### src/sv/drs_pkg.sv
// drs_pkg: shared constants, codes and control structs of the disk request scheduler
// used by drs_ctrl, drs_datapath and disk_request_scheduler; no dependencies
package drs_pkg;

   localparam int SLOTS      = 64;
   localparam int TRACK_BITS = 16;
   localparam int SLOT_BITS  = $clog2(SLOTS);
   localparam int CNT_BITS   = $clog2(SLOTS + 1);

   // fixed field widths of the stream payload
   localparam int SLOT_W  = 6;
   localparam int TRACK_W = 16;
   localparam int REQ_W   = 40;
   localparam int RSP_W   = 32;

   localparam logic [1:0] MODE_FIFO = 2'd0;
   localparam logic [1:0] MODE_SSTF = 2'd1;
   localparam logic [1:0] MODE_LOOK = 2'd2;

   localparam logic KIND_ENQ  = 1'b0;
   localparam logic KIND_PICK = 1'b1;

   typedef logic [SLOT_BITS-1:0]  slot_type;
   typedef logic [CNT_BITS-1:0]   cnt_type;
   typedef logic [TRACK_BITS-1:0] track_type;

   localparam slot_type LAST_SLOT = SLOT_BITS'(SLOTS - 1);

   typedef struct packed {
      logic               kind;
      logic [SLOT_W-1:0]  slot;
      logic [TRACK_W-1:0] track;
      logic [TRACK_W-1:0] head;
   } drs_req_type;

   typedef struct packed {
      logic               grant_valid;
      logic [SLOT_W-1:0]  grant_slot;
      logic [TRACK_W-1:0] grant_track;
      logic               move_up;
      logic               store_empty;
      logic               enqueue_error;
   } drs_res_type;

   typedef struct packed {
      logic load;
      logic scan_start;
      logic scan_step;
      logic flip;
      logic fifo_slot;
      logic fifo_track;
      logic rm_start;
      logic rm_step;
      logic rm_end;
      logic commit;
   } drs_cmd_type;

   typedef struct packed {
      logic is_enq;
      logic empty;
      logic fifo;
      logic scan_last;
      logic need_flip;
      logic rm_last;
   } drs_stat_type;

endpackage

### src/sv/disk_request_scheduler.sv
// disk request scheduler: a store of 64 pending disk requests with a fifo, nearest-seek or
// elevator pick rule.
// channels: req_ takes one beat per item; req_tuser is the kind (0 enqueue, 1 pick) and
// req_tdata carries slot, request track and head track. rsp_ returns exactly one beat per
// item with grant, direction, empty and error flags. csr_wr_en writes the 2-bit mode
// (0 fifo, 1 nearest seek, 2 and 3 elevator), to be done while idle.
// operation: one item is in work at a time. an enqueue, an empty pick or a refused enqueue
// goes straight to its beat; a fifo pick reads the ring head and then that slot's track. a
// nearest-seek pick reads one track per slot over all 64 slots through the single
// comparator, then one arrival-ring entry per cycle over the pending requests to close the
// gap left by the chosen request. an elevator pick that reverses scans twice.
// reset clears the store, the ring pointers and the mode, sets the direction to up and
// needs no clearing pass; slot tracks and ring entries are only read once written.
// a result waits in the output register while rsp_tready is low, and the next beat is
// accepted meanwhile; a later result waits in the block until that register frees up.
module disk_request_scheduler (
   input  logic                      clock,
   input  logic                      reset,
   input  logic                      req_tvalid,
   output logic                      req_tready,
   // [5:0] request_slot, [21:6] request_track, [37:22] head_track, [39:38] zero
   input  logic [drs_pkg::REQ_W-1:0] req_tdata,
   // [0] kind
   input  logic                      req_tuser,
   output logic                      rsp_tvalid,
   input  logic                      rsp_tready,
   // [0] grant_valid, [6:1] grant_slot, [22:7] grant_track, [23] move_up,
   // [24] store_empty, [25] enqueue_error, [31:26] zero
   output logic [drs_pkg::RSP_W-1:0] rsp_tdata,
   input  logic                      csr_wr_en,
   input  logic [1:0]                csr_wr_data
);
   import drs_pkg::*;

   drs_cmd_type  cmd;
   drs_stat_type stat;
   drs_req_type  req;
   drs_res_type  res;
   logic         idle, req_accept, out_free;

   logic             rsp_vld_ff, rsp_vld_in;
   logic [RSP_W-1:0] rsp_data_ff, rsp_data_in;

   assign req_tready = idle;
   assign req_accept = req_tvalid && idle;
   assign out_free   = !rsp_vld_ff || rsp_tready;

   always_comb begin
      req.kind  = req_tuser;
      req.slot  = req_tdata[SLOT_W-1:0];
      req.track = req_tdata[SLOT_W +: TRACK_W];
      req.head  = req_tdata[SLOT_W + TRACK_W +: TRACK_W];
   end

   drs_ctrl u_ctrl (
      .clock      (clock),
      .reset      (reset),
      .req_accept (req_accept),
      .out_free   (out_free),
      .stat       (stat),
      .cmd        (cmd),
      .idle       (idle)
   );

   drs_datapath u_datapath (
      .clock       (clock),
      .reset       (reset),
      .csr_wr_en   (csr_wr_en),
      .csr_wr_data (csr_wr_data),
      .req         (req),
      .cmd         (cmd),
      .stat        (stat),
      .res         (res)
   );

   // output register
   always_comb begin
      rsp_vld_in  = rsp_vld_ff;
      rsp_data_in = rsp_data_ff;
      if (cmd.commit) begin
         rsp_vld_in  = 1'b1;
         rsp_data_in = RSP_W'({res.enqueue_error, res.store_empty, res.move_up,
                               res.grant_track, res.grant_slot, res.grant_valid});
      end else if (rsp_tready) begin
         rsp_vld_in = 1'b0;
      end
   end

   always_ff @(posedge clock) begin
      if (reset) begin
         rsp_vld_ff <= 1'b0;
      end else begin
         rsp_vld_ff <= rsp_vld_in;
      end
   end

   always_ff @(posedge clock) begin
      rsp_data_ff <= rsp_data_in;
   end

   assign rsp_tvalid = rsp_vld_ff;
   assign rsp_tdata  = rsp_data_ff;

endmodule

### src/sv/drs_ctrl.sv
// drs_ctrl: sequencer of the disk request scheduler
// drives drs_datapath through drs_cmd_type and reads back drs_stat_type; uses drs_pkg
module drs_ctrl (
   input  logic                 clock,
   input  logic                 reset,
   input  logic                 req_accept,
   input  logic                 out_free,
   input  drs_pkg::drs_stat_type stat,
   output drs_pkg::drs_cmd_type  cmd,
   output logic                 idle
);
   import drs_pkg::*;

   typedef enum logic [9:0] {
      ST_IDLE     = 10'b00_0000_0001,
      ST_DECIDE   = 10'b00_0000_0010,
      ST_FIFO_A   = 10'b00_0000_0100,
      ST_FIFO_B   = 10'b00_0000_1000,
      ST_SCAN     = 10'b00_0001_0000,
      ST_SCAN_END = 10'b00_0010_0000,
      ST_SCAN_CHK = 10'b00_0100_0000,
      ST_RM       = 10'b00_1000_0000,
      ST_RM_END   = 10'b01_0000_0000,
      ST_DONE     = 10'b10_0000_0000
   } state_type;

   state_type state_ff, state_in;

   always_comb begin
      state_in = state_ff;
      cmd      = '0;
      case (state_ff)
         ST_IDLE: begin
            if (req_accept) begin
               cmd.load = 1'b1;
               state_in = ST_DECIDE;
            end
         end
         ST_DECIDE: begin
            if (stat.is_enq || stat.empty) begin
               state_in = ST_DONE;
            end else if (stat.fifo) begin
               // ring read at the head is issued in this cycle
               state_in = ST_FIFO_A;
            end else begin
               cmd.scan_start = 1'b1;
               state_in       = ST_SCAN;
            end
         end
         ST_FIFO_A: begin
            cmd.fifo_slot = 1'b1;
            state_in      = ST_FIFO_B;
         end
         ST_FIFO_B: begin
            cmd.fifo_track = 1'b1;
            state_in       = ST_DONE;
         end
         ST_SCAN: begin
            cmd.scan_step = 1'b1;
            if (stat.scan_last) begin
               state_in = ST_SCAN_END;
            end
         end
         ST_SCAN_END: begin
            // last compare lands here
            state_in = ST_SCAN_CHK;
         end
         ST_SCAN_CHK: begin
            if (stat.need_flip) begin
               cmd.flip = 1'b1;
               state_in = ST_SCAN;
            end else begin
               cmd.rm_start = 1'b1;
               state_in     = ST_RM;
            end
         end
         ST_RM: begin
            cmd.rm_step = 1'b1;
            if (stat.rm_last) begin
               state_in = ST_RM_END;
            end
         end
         ST_RM_END: begin
            cmd.rm_end = 1'b1;
            state_in   = ST_DONE;
         end
         ST_DONE: begin
            if (out_free) begin
               cmd.commit = 1'b1;
               state_in   = ST_IDLE;
            end
         end
         default: begin
            state_in = ST_IDLE;
         end
      endcase
   end

   always_ff @(posedge clock) begin
      if (reset) begin
         state_ff <= ST_IDLE;
      end else begin
         state_ff <= state_in;
      end
   end

   assign idle = (state_ff == ST_IDLE);

endmodule

### src/sv/drs_datapath.sv
// drs_datapath: request store, arrival ring, seek comparator and mode register
// commanded by drs_ctrl through drs_cmd_type; uses drs_pkg
module drs_datapath (
   input  logic                 clock,
   input  logic                 reset,
   input  logic                 csr_wr_en,
   input  logic [1:0]           csr_wr_data,
   input  drs_pkg::drs_req_type req,
   input  drs_pkg::drs_cmd_type cmd,
   output drs_pkg::drs_stat_type stat,
   output drs_pkg::drs_res_type res
);
   import drs_pkg::*;

   function automatic slot_type ptr_inc(input slot_type p);
      return (p == LAST_SLOT) ? '0 : p + SLOT_BITS'(1);
   endfunction

   function automatic slot_type ptr_dec(input slot_type p);
      return (p == '0) ? LAST_SLOT : p - SLOT_BITS'(1);
   endfunction

   // control state
   logic [1:0]       mode_ff, mode_in;
   logic [SLOTS-1:0] used_ff, used_in;
   logic             dir_ff, dir_in;
   slot_type         ring_head_ff, ring_head_in;
   slot_type         ring_tail_ff, ring_tail_in;
   cnt_type          count_ff, count_in;
   cnt_type          idx_ff, idx_in;
   logic             cmp_vld_ff, cmp_vld_in;
   logic             rd_vld_ff, rd_vld_in;
   logic             best_found_ff, best_found_in;
   logic             rm_found_ff, rm_found_in;

   // payload
   logic               in_kind_ff, in_kind_in;
   logic [SLOT_W-1:0]  in_slot_ff, in_slot_in;
   track_type          in_track_ff, in_track_in;
   track_type          in_head_ff, in_head_in;
   slot_type           cmp_idx_ff, cmp_idx_in;
   slot_type           best_slot_ff, best_slot_in;
   track_type          best_track_ff, best_track_in;
   track_type          best_dist_ff, best_dist_in;
   slot_type           rd_ptr_ff, rd_ptr_in;
   slot_type           rd_at_ff, rd_at_in;
   slot_type           prev_at_ff, prev_at_in;

   // memories
   track_type trk_mem_ff [SLOTS];
   slot_type  ring_mem_ff [SLOTS];
   track_type trk_q_ff;
   slot_type  ring_q_ff;

   logic      trk_we, ring_we;
   slot_type  trk_waddr, trk_raddr, ring_waddr, ring_raddr;
   track_type trk_wdata;
   slot_type  ring_wdata;

   logic      is_fifo, is_sstf, is_look, is_enq, enq_err, pick_ok;
   slot_type  slot_idx;
   logic      t_ge, in_dir, take;
   track_type seek_gap;

   always_comb begin
      is_fifo  = (mode_ff == MODE_FIFO);
      is_sstf  = (mode_ff == MODE_SSTF);
      is_look  = !is_fifo && !is_sstf;
      is_enq   = (in_kind_ff == KIND_ENQ);
      slot_idx = SLOT_BITS'(in_slot_ff);
      enq_err  = (32'(in_slot_ff) >= SLOTS) || used_ff[slot_idx]
                 || (count_ff >= CNT_BITS'(SLOTS));
      pick_ok  = !is_enq && (count_ff != '0);

      // seek comparator on the slot read in the previous cycle
      t_ge     = (trk_q_ff >= in_head_ff);
      seek_gap = t_ge ? (trk_q_ff - in_head_ff) : (in_head_ff - trk_q_ff);
      in_dir   = !is_look || (dir_ff ? t_ge : (trk_q_ff <= in_head_ff));
      take     = cmp_vld_ff && in_dir && (!best_found_ff || (seek_gap < best_dist_ff));
   end

   always_comb begin
      mode_in       = csr_wr_en ? csr_wr_data : mode_ff;
      used_in       = used_ff;
      dir_in        = dir_ff;
      ring_head_in  = ring_head_ff;
      ring_tail_in  = ring_tail_ff;
      count_in      = count_ff;
      idx_in        = idx_ff;
      cmp_vld_in    = 1'b0;
      rd_vld_in     = 1'b0;
      best_found_in = best_found_ff;
      rm_found_in   = rm_found_ff;
      in_kind_in    = in_kind_ff;
      in_slot_in    = in_slot_ff;
      in_track_in   = in_track_ff;
      in_head_in    = in_head_ff;
      cmp_idx_in    = cmp_idx_ff;
      best_slot_in  = best_slot_ff;
      best_track_in = best_track_ff;
      best_dist_in  = best_dist_ff;
      rd_ptr_in     = rd_ptr_ff;
      rd_at_in      = rd_at_ff;
      prev_at_in    = prev_at_ff;

      trk_we     = 1'b0;
      trk_waddr  = slot_idx;
      trk_wdata  = in_track_ff;
      trk_raddr  = cmd.scan_step ? idx_ff[SLOT_BITS-1:0] : ring_q_ff;
      ring_we    = 1'b0;
      ring_waddr = prev_at_ff;
      ring_wdata = ring_q_ff;
      ring_raddr = cmd.rm_step ? rd_ptr_ff : ring_head_ff;

      if (cmd.load) begin
         in_kind_in  = req.kind;
         in_slot_in  = req.slot;
         in_track_in = TRACK_BITS'(req.track);
         in_head_in  = TRACK_BITS'(req.head);
      end

      if (cmd.scan_start || cmd.flip) begin
         idx_in        = '0;
         best_found_in = 1'b0;
      end
      if (cmd.flip) begin
         dir_in = !dir_ff;
      end
      if (cmd.scan_step) begin
         idx_in     = idx_ff + CNT_BITS'(1);
         cmp_vld_in = used_ff[idx_ff[SLOT_BITS-1:0]];
         cmp_idx_in = idx_ff[SLOT_BITS-1:0];
      end
      if (take) begin
         best_found_in = 1'b1;
         best_slot_in  = cmp_idx_ff;
         best_track_in = trk_q_ff;
         best_dist_in  = seek_gap;
      end

      if (cmd.fifo_slot) begin
         best_slot_in = ring_q_ff;
         ring_head_in = ptr_inc(ring_head_ff);
      end
      if (cmd.fifo_track) begin
         best_track_in = trk_q_ff;
      end

      // ring removal: entries behind the chosen slot move one place forward
      if (cmd.rm_start) begin
         idx_in      = '0;
         rd_ptr_in   = ring_head_ff;
         rm_found_in = 1'b0;
      end
      if (cmd.rm_step) begin
         idx_in    = idx_ff + CNT_BITS'(1);
         rd_vld_in = 1'b1;
         rd_at_in  = rd_ptr_ff;
         rd_ptr_in = ptr_inc(rd_ptr_ff);
      end
      if (rd_vld_ff) begin
         prev_at_in = rd_at_ff;
         if (ring_q_ff == best_slot_ff) begin
            rm_found_in = 1'b1;
         end
         if (rm_found_ff) begin
            ring_we = 1'b1;
         end
      end
      if (cmd.rm_end) begin
         ring_tail_in = ptr_dec(ring_tail_ff);
      end

      if (cmd.commit) begin
         if (is_enq) begin
            if (!enq_err) begin
               used_in[slot_idx] = 1'b1;
               trk_we       = 1'b1;
               ring_we      = 1'b1;
               ring_waddr   = ring_tail_ff;
               ring_wdata   = slot_idx;
               ring_tail_in = ptr_inc(ring_tail_ff);
               count_in     = count_ff + CNT_BITS'(1);
            end
         end else if (pick_ok) begin
            used_in[best_slot_ff] = 1'b0;
            count_in = count_ff - CNT_BITS'(1);
            if (!is_look) begin
               if (best_track_ff > in_head_ff) begin
                  dir_in = 1'b1;
               end else if (best_track_ff < in_head_ff) begin
                  dir_in = 1'b0;
               end
            end
         end
      end
   end

   always_ff @(posedge clock) begin
      if (reset) begin
         mode_ff       <= MODE_FIFO;
         used_ff       <= '0;
         dir_ff        <= 1'b1;
         ring_head_ff  <= '0;
         ring_tail_ff  <= '0;
         count_ff      <= '0;
         idx_ff        <= '0;
         cmp_vld_ff    <= 1'b0;
         rd_vld_ff     <= 1'b0;
         best_found_ff <= 1'b0;
         rm_found_ff   <= 1'b0;
      end else begin
         mode_ff       <= mode_in;
         used_ff       <= used_in;
         dir_ff        <= dir_in;
         ring_head_ff  <= ring_head_in;
         ring_tail_ff  <= ring_tail_in;
         count_ff      <= count_in;
         idx_ff        <= idx_in;
         cmp_vld_ff    <= cmp_vld_in;
         rd_vld_ff     <= rd_vld_in;
         best_found_ff <= best_found_in;
         rm_found_ff   <= rm_found_in;
      end
   end

   always_ff @(posedge clock) begin
      in_kind_ff    <= in_kind_in;
      in_slot_ff    <= in_slot_in;
      in_track_ff   <= in_track_in;
      in_head_ff    <= in_head_in;
      cmp_idx_ff    <= cmp_idx_in;
      best_slot_ff  <= best_slot_in;
      best_track_ff <= best_track_in;
      best_dist_ff  <= best_dist_in;
      rd_ptr_ff     <= rd_ptr_in;
      rd_at_ff      <= rd_at_in;
      prev_at_ff    <= prev_at_in;
   end

   always_ff @(posedge clock) begin
      if (trk_we) begin
         trk_mem_ff[trk_waddr] <= trk_wdata;
      end
      trk_q_ff <= trk_mem_ff[trk_raddr];
   end

   always_ff @(posedge clock) begin
      if (ring_we) begin
         ring_mem_ff[ring_waddr] <= ring_wdata;
      end
      ring_q_ff <= ring_mem_ff[ring_raddr];
   end

   always_comb begin
      stat.is_enq    = is_enq;
      stat.empty     = (count_ff == '0);
      stat.fifo      = is_fifo;
      stat.scan_last = (idx_ff == CNT_BITS'(SLOTS - 1));
      stat.need_flip = is_look && !best_found_ff;
      stat.rm_last   = (idx_ff == count_ff - CNT_BITS'(1));

      // read only in the commit cycle, after-item values
      res.grant_valid   = pick_ok;
      res.grant_slot    = pick_ok ? SLOT_W'(best_slot_ff) : '0;
      res.grant_track   = pick_ok ? TRACK_W'(best_track_ff) : '0;
      res.move_up       = dir_in;
      res.store_empty   = (count_in == '0);
      res.enqueue_error = is_enq && enq_err;
   end

endmodule

### config.mk
export PLATFORM = sky130hd
export DESIGN_NAME = disk_request_scheduler
export DESIGN_NICKNAME = d
export VERILOG_FILES = /design/src/sv/drs_pkg.sv /design/src/sv/disk_request_scheduler.sv /design/src/sv/drs_ctrl.sv /design/src/sv/drs_datapath.sv
export SDC_FILE = /design/constraint.sdc
export NUM_CORES = 2
export LEC_CHECK = 0
export BUFFER_PORTS_ARGS = -buffer_cell sky130_fd_sc_hd__buf_2
export CAP_MARGIN = 40
export CORE_ASPECT_RATIO = 0.75
export CORE_MARGIN = 2
export CORE_UTILIZATION = 51
export CTS_BUF_LIST = sky130_fd_sc_hd__clkbuf_8
export DETAILED_ROUTE_END_ITERATION = 8
export GPL_TIMING_DRIVEN = 0
export PLACE_DENSITY = 0.69
export SLEW_MARGIN = 25
export SYNTH_ARGS = -nofsm -noshare
export SYNTH_HDL_FRONTEND = slang
export SYNTH_SLANG_ARGS = --single-unit
### constraint.sdc
create_clock -name clock -period 5.5 [get_ports clock]
set_input_delay 0.55 -clock clock [delete_from_list [all_inputs] [get_ports clock]]
set_output_delay 0.55 -clock clock [all_outputs]
set_load 0.03 [all_outputs]
### Word-level counts from Yosys, hierarchy flattened

Memories as Yosys holds them, arrays and structs flattened. A register that Yosys moved wholly into a read port is not among the register bits.
Cells that the tools add are included.

| cells by class | value |
|---|---|
| equal/unequal tests | 23 |
| bitwise logic cells | 5 |
| multiplexer cells | 94 |
| reductions and logical operators | 36 |
| add/subtract/negate cells | 9 |
| order comparisons | 11 |

Operators with widths:

| kind | count |
|---|---|
| two-way mux 64 bit | 3 |
| two-way mux 6 bit | 20 |
| one-hot mux 10 bit (9 select lines) | 1 |
| bitwise AND 64 bit | 1 |
| NOT 64 bit | 1 |
| bitwise OR 64 bit | 1 |
| two-way mux 7 bit | 8 |
| two-way mux 10 bit | 5 |
| two-way mux 1 bit | 48 |
| two-way mux 16 bit | 3 |
| less-than comparator 16 bit | 2 |
| subtractor 16 bit | 2 |
| less-than comparator 6 x 7 -> 1 bit (second input constant) | 3 |
| adder 6 x 1 -> 6 bit (second input constant) | 3 |
| == test 6 bit (second input constant) | 3 |
| >= comparator 16 bit | 1 |
| > comparator 16 bit | 1 |
| less-or-equal comparator 16 bit | 1 |
| adder 7 x 1 -> 7 bit (second input constant) | 2 |
| logical NOT 7 bit | 2 |
| binary-select mux 1 bit (select 6 bit) | 2 |
| demux 1 bit (select 6 bit) | 2 |
| >= comparator 6 x 1 -> 1 bit (second input constant) | 2 |
| == test 10 x 1 -> 1 bit (second input constant) | 1 |
| other kinds (32) | 60 |

| word-level totals | value |
|---|---|
| input port bits | 48 |
| bits in writable memories | 1408 |
| logic and storage cells | 206 |
| memories kept | 2 |
| register bits after elaboration | 235 |
| output and inout port bits | 34 |

Memories:

| memory | depth | bits a word | rd ports | clocked after memory_dff | wr ports | RTL line | RTL |
|---|---|---|---|---|---|---|---|
| u_datapath.trk_mem_ff | 64 | 16 | 1 | 1 | 1 | drs_datapath.sv:50 | `track_type trk_mem_ff [SLOTS];` |
| u_datapath.ring_mem_ff | 64 | 6 | 1 | 1 | 1 | drs_datapath.sv:51 | `slot_type ring_mem_ff [SLOTS];` |

### Depth between registers and ports, before layout

| logic depth | value |
|---|---|
| word-level depth | 13 |
| depth in mapped cells | 23 |
| mapped depth without buffers | 21 |

### Cells and area by module

Synthesis repeated with hierarchy kept, for this count alone.

| second synthesis, totals | value |
|---|---|
| cell total of the unflattened synthesis | 3994 |
| area total of the unflattened synthesis | 68583.3 um^2 |

Modules (own cells, without submodules):

| module | area an instance (um^2) | seq. area each (um^2) | cells an instance | times used |
|---|---|---|---|---|
| drs_datapath | 67039.3 | 47695.7 | 3868 | 1 |
| disk_request_scheduler | 882.1 | 800.8 | 38 | 1 |
| drs_ctrl | 661.9 | 200.2 | 88 | 1 |

### Worst setup path before layout

No wires, ideal clock.

| timing | value |
|---|---|
| path kind | reg2reg |
| from | reg u_datapath.in_head_ff[0] |
| to | reg u_datapath.best_track_ff[0], enable pin |
| library setup time | 411 ps |
| setup slack | 252 ps |
| required time | 5089 ps |
| path buffers | 2 |
| cell stages (with the launch flop) | 21 |
| arrival time | 4837 ps |
| clock period less this slack | 5248 ps |
| cells stage by stage | edfxtp_1 -> ha_1 -> inv_1 -> fa_1 -> a21o_1 -> a21o_1 -> a2111oi_0 -> nor3_1 -> or4b_4 -> buf_6 -> buf_2 -> mux2_2 -> ha_1 -> a21o_1 -> a21oi_1 -> nor2b_1 -> o21ai_0 -> nand2b_1 -> a2111oi_0 -> o211ai_1 -> o21ai_0 |

| between the ends | value |
|---|---|
| cells in the longest elaborated chain, start to end | 6 |
| elaborated cells on any way between the ends | 12 |
| classes of those cells | add/sub: 2; order compare: 3; mux: 2; reduce/logical: 5 |

RTL lines:

| element | RTL line | RTL |
|---|---|---|
| start: declaration | drs_datapath.sv:40 | `track_type in_head_ff, in_head_in;` |
| start signal: assignment | drs_datapath.sv:231 | `in_head_ff <= in_head_in;` |
| subtractor 16 bit / >= comparator 16 bit (equally long branches) | drs_datapath.sv:77, drs_datapath.sv:76 |  |
| two-way mux 16 bit (*) | drs_datapath.sv:77 | `seek_gap = t_ge ? (trk_q_ff - in_head_ff) : (in_head_ff - trk_q_ff);` |
| via u_datapath.seek_gap[1] | drs_datapath.sv:63 | `track_type seek_gap;` |
| less-than comparator 16 bit (*) | drs_datapath.sv:79 | `take = cmp_vld_ff && in_dir && (!best_found_ff \|\| (seek_gap < best_dist_ff));` |
| logical OR 1 bit (*) | drs_datapath.sv:79 |  |
| logical AND 1 bit (*) | drs_datapath.sv:79 |  |
| nonzero test 2 bit (no line) (*) | n/a |  |
| end signal: assignment | drs_datapath.sv:234 | `best_track_ff <= best_track_in;` |
| end: declaration | drs_datapath.sv:43 | `track_type best_track_ff, best_track_in;` |

The timed path passes the listed nets; every way through them passes the cells marked *.
A chain may end at the register's enable or synchronous reset.

### Final worst setup path

| timing | value |
|---|---|
| from | reg u_datapath.in_slot_ff[1] |
| to | mem u_datapath.trk_mem_ff[13][12] (netlist bit), enable pin |

| between the ends | value |
|---|---|
| cells in the longest elaborated chain, start to end | 8 |

RTL lines:

| element | RTL line | RTL |
|---|---|---|
| start: declaration | drs_datapath.sv:38 | `logic [SLOT_W-1:0] in_slot_ff, in_slot_in;` |
| start signal: assignment | drs_datapath.sv:229 | `in_slot_ff <= in_slot_in;` |
| binary-select mux 1 bit (select 6 bit) | drs_datapath.sv:71 | `enq_err = (32'(in_slot_ff) >= SLOTS) \|\| used_ff[slot_idx]` |
| two-way mux 1 bit (implied by the code) | drs_datapath.sv:71 |  |
| logical OR 1 bit | drs_datapath.sv:72 | `\|\| (count_ff >= CNT_BITS'(SLOTS));` |
| two-way mux 1 bit | drs_datapath.sv:176 | `if (!enq_err) begin` |
| two-way mux 1 bit | drs_datapath.sv:175 | `if (is_enq) begin` |
| two-way mux 1 bit | drs_datapath.sv:174 | `if (cmd.commit) begin` |
| two-way mux 1 bit | drs_datapath.sv:242 | `if (trk_we) begin` |
| two-way mux 1 bit (implied by the code) | drs_datapath.sv:243 | `trk_mem_ff[trk_waddr] <= trk_wdata;` |
| end: declaration | drs_datapath.sv:50 |  |

Several ways; a longest one is shown, not always the timed one. The select of a mux whose other input is x is not followed.

==> results.md <==
* Initial Util at 0.512
* Synth Area in Adders at 0.0134
* Hold-critical path endpoint: u_ctrl.state_ff[0]
* Vias per cell at ~6.1
* Ys flop type: edfxtp_1
* YS warnings at 0
* Max IR drop VDD at roughly 0.23 mV
* Mux cell area share after synthesis at 0.0766
* Psw at about 5.4 mW
* Nets at 5457
* Crit path DAT at 6000 ps
* Pre-CTS setup slack at -590 ps
* Antenna viol nets, final at 0
* Share of layout cells above drive strength 1 at 0.139
* Worst-skew pair later-pin latency at ~980 ps
* Fin cells at 7306
* Leakage at 27.8 nW
* Total I/O pin count at 82
* Flops & latches, synth at 1665
* Multi-input logic area at ~0.018 mm²
* Remaining DRCs at 0
* Post-synthesis compound-gate area fraction at 0.0712
* Core area at 0.133 mm²
* Inserted Clock Buffers at 239
* Final TNS setup at 0 ps
* Crit Reg-Reg Endpoint: u_datapath.trk_mem_ff[13][12]
* Post-DR wirelength/cell at 26.7 µm
* Commonest non-fill, non-tap cells in the layout: edfxtp_1 (1535), nand2_1 (700), mux2i_1 (456), clkbuf_8 (248), nand3_1 (203)
* Antenna violations before repair at 11
* R2R setup slack at 130 ps
* Buffers added on ports at 73
* CP Capture Type: register
* Final cycle utilization of the critical path at 0.976
* Family with the most delay on the worst path: buffers and inverters
* Final min period at between 5000 and 6000 ps
* Die width at 426 µm
* Sequential share of power at 0.583
* Worst slew pin tran at 929 ps
* Most common cell after layout, fill and taps aside: edfxtp_1
* Max clock buf depth at 3
* Asr flop ratio synth at 0
* CTS tree: yes
* Via count at 44900
* Logic gate share of total power at 0.031
* Setup Crit Path Kind: register to register
* Post-Syn Instances at slightly below 5000
* First-pass GRT wire length at around 280000 µm
* Worst Hold Depth at 3
* Syn Area/Cell at 14.1 µm²
* Root Buffer: clkbuf_8
* Critical Path Slowest Stage Cell: nor2_2
* Die Footprint at 0.137 mm²
* GP Congestion at about 1
* Final worst setup slack at 135 ps
* Routed WL at 195000 µm
* EDFF count, synth at 1535
* FP Rows at 116
* Number of global-route vias before repair at 42200
* Hold WC Path Type: input port to register
* Clock Power Share at 0.385
* Cell variety after synth at 88
* Worst Hold Margin at ~150 ps
* Worst hold start: req_tvalid
* PD cells at 306 mW/mm²
* WP data required at just over 6000 ps
* Max Freq at 186 MHz
* DP Cell Count at 6802
* H-tree depth at 4
* XOR/XNOR Fraction of Synth Area at 0.00668
* Clk sinks at approximately 1700
* Post-layout util at 0.585
* Post-synthesis simple-gate area fraction at 0.0954
* Internal power at 18.5 mW
* Final setup vio count at 0
* RR Startpoint: u_datapath.in_slot_ff[1]
* CP startpoint kind: register
* Synth Cell Area at 0.0682 mm²
* Largest family of logic cells by synthesized area: simple AND/OR/NAND/NOR gates
* Detailed Routing Iterations Pass 1 at 6
* Sequential share of the synthesized area at 0.714
* GRT Util Overall at 0.281
* Max-slew violations at 0
* # fillers at 10300
* Clock skew at 55.9 ps
* Initial detailed-routing violation count at 6850
* Hpwl dp at between 100000 and 150000 µm
* Die H at 321 µm
* Critical Path, Cell by Cell: buf_4, buf_2, buf_4, mux2i_1, o21ai_0, a2bb2oi_1, o22a_1, and4_1, buf_4, buf_2, buf_2, nand2_1, buf_6, nor2_2, buf_6
* Reg2reg path depth at 15
* Reg clk slew, reported paths at 80 ps
* Largest net degree at the start of global routing at 65
* Critical path buffers and inverters at 8
* Max Cap Viol at 0
* Status: finished, final reports clean
* Area growth from synthesis to layout at 14.2%
* Slew margin rel. at 0.377
* Final Hold Viols at 0
* Sw Share at 0.224
* Slowest stage delay, CP at 570 ps
* Total grt overflow at 0
* Register area at 0.0487 mm²
* Max Fanout on Critical Path at 10
-- synthesized netlist by cell type (35+ instances only) --
cell	instances	area share
edfxtp_1	1535	0.68
nand2_1	700	0.039
mux2i_1	456	0.067
nand3_1	203	0.015
nor2_1	203	0.011
o21ai_0	176	0.013
o22ai_1	167	0.015
clkbuf_1	148	0.0082
a21oi_1	135	0.0099
dfxtp_1	130	0.038
buf_2	95	0.0070
a31oi_1	94	0.0086
inv_1	86	0.0047
nand4_1	80	0.0073
ha_1	70	0.013
and3_1	56	0.0051
a32oi_1	46	0.0059
a21o_1	38	0.0042
xnor2_1	35	0.0045
-- flip-flops by register name, indices dropped and copies added (netlist names), 7 cells and up --
| signal | cells |
|---|---|
| rsp_tdata | 26 |
| u_datapath.trk_mem_ff | 1024 |
| u_ctrl.state_ff | 10 |
| u_datapath.count_ff | 7 |
| u_datapath.best_track_ff | 16 |
| u_datapath.idx_ff | 7 |
| u_datapath.ring_mem_ff | 384 |
| u_datapath.used_ff | 64 |
| u_datapath.in_track_ff | 16 |
| u_datapath.best_dist_ff | 16 |
| u_datapath.in_head_ff | 16 |
| u_datapath.trk_q_ff | 16 |
-- area by class of cell --
class | count | area share
Timing Repair Buffer | 271 | 0.0352
Tap cell | 1770 | 0.0285
Clock buffer | 248 | 0.0439
Antenna cell | 4 | 0.000129
Clock inverter | 188 | 0.0126
Sequential cell | 1665 | 0.626
Multi-Input combinational cell | 2805 | 0.235
Buffer | 266 | 0.0150
Inverter | 89 | 0.00434
-- routing by layer --
metal | track usage | up-vias | part of all wire
met4 | 0.0890 | 10 | 0.031
met3 | 0.0819 | 378 | 0.13
met2 | 0.388 | 2795 | 0.41
li1 | - | 19500 | -
met1 | 0.427 | 22300 | 0.43
met5 | 0 | - | 0.00035
-- power by group through the flow --
stage          sequential (mW)  combinational (mW)  clock (mW)
2_1_floorplan             14.2               0.266           0
3_5_place_dp              14.2               0.680           0
4_1_cts                   13.9               0.711        9.26
3_3_place_gp              14.4               0.384           0
5_1_grt                   13.9               0.785        9.82
6_report                  13.9               0.745        9.19
-- worst register-to-register path: stages (launching register included) --
cell and delay [ps]:
edfxtp_1 540, buf_4 310, buf_2 320, buf_4 240, mux2i_1 180, o21ai_0 100, a2bb2oi_1 240, o22a_1 380
and4_1 280, buf_4 200, buf_2 300, buf_2 260, nand2_1 480, buf_6 360, nor2_2 580, buf_6 250
-- per-stage QoR --
step                      cell area, µm²  power [mW]
after floorplan                    68200        14.5
after global placement             70800        14.8
after detailed placement           72700        14.9
after CTS                          77600        23.9
after global routing               77800        24.5
final                              77800        23.9
-- what timing repair did --
action / CTS / global route
hold buffers: 44 / 0
gates resized for setup: 8 / 13
hold endpoints to repair: 50 / 0
endpoints found under the setup margin: 38 / 38
buffers inserted: 4 / 6
gates cloned: 1 / 0
pin swaps: 2 / 6
-- how the worst max path moves through the flow --
| stage | startpoint | to | slack [ps] | cells after the start |
|---|---|---|---|---|
| after floorplan | u_datapath.in_head_ff[0] | u_datapath.best_track_ff[0] | 250 | 20 |
| after global placement | u_datapath.trk_q_ff[0] | u_datapath.best_track_ff[14] | -890 | 20 |
| after detailed placement | u_datapath.trk_q_ff[0] | u_datapath.best_dist_ff[13] | -590 | 23 |
| after CTS | u_datapath.in_head_ff[0] | u_datapath.best_track_ff[14] | 40 | 24 |
| after global routing | u_datapath.in_head_ff[0] | u_datapath.best_track_ff[15] | -40 | 23 |
| final | u_datapath.in_slot_ff[1] | u_datapath.trk_mem_ff[13][12] | 130 | 15 |
-- logic make-up (layout without fill, tap and decap cells) --
kind of cell / after synthesis / after routing
flops: 1665 / 1665
simple gates: 1412 / 1412
compound gates: 769 / 769
mux: 494 / 494
buf+inv: 360 / 1062
fa+ha+maj: 72 / 72
xor+xnor: 52 / 52
other cells: 1 / 10
No activity file was read; power rests on OpenSTA's default activity.
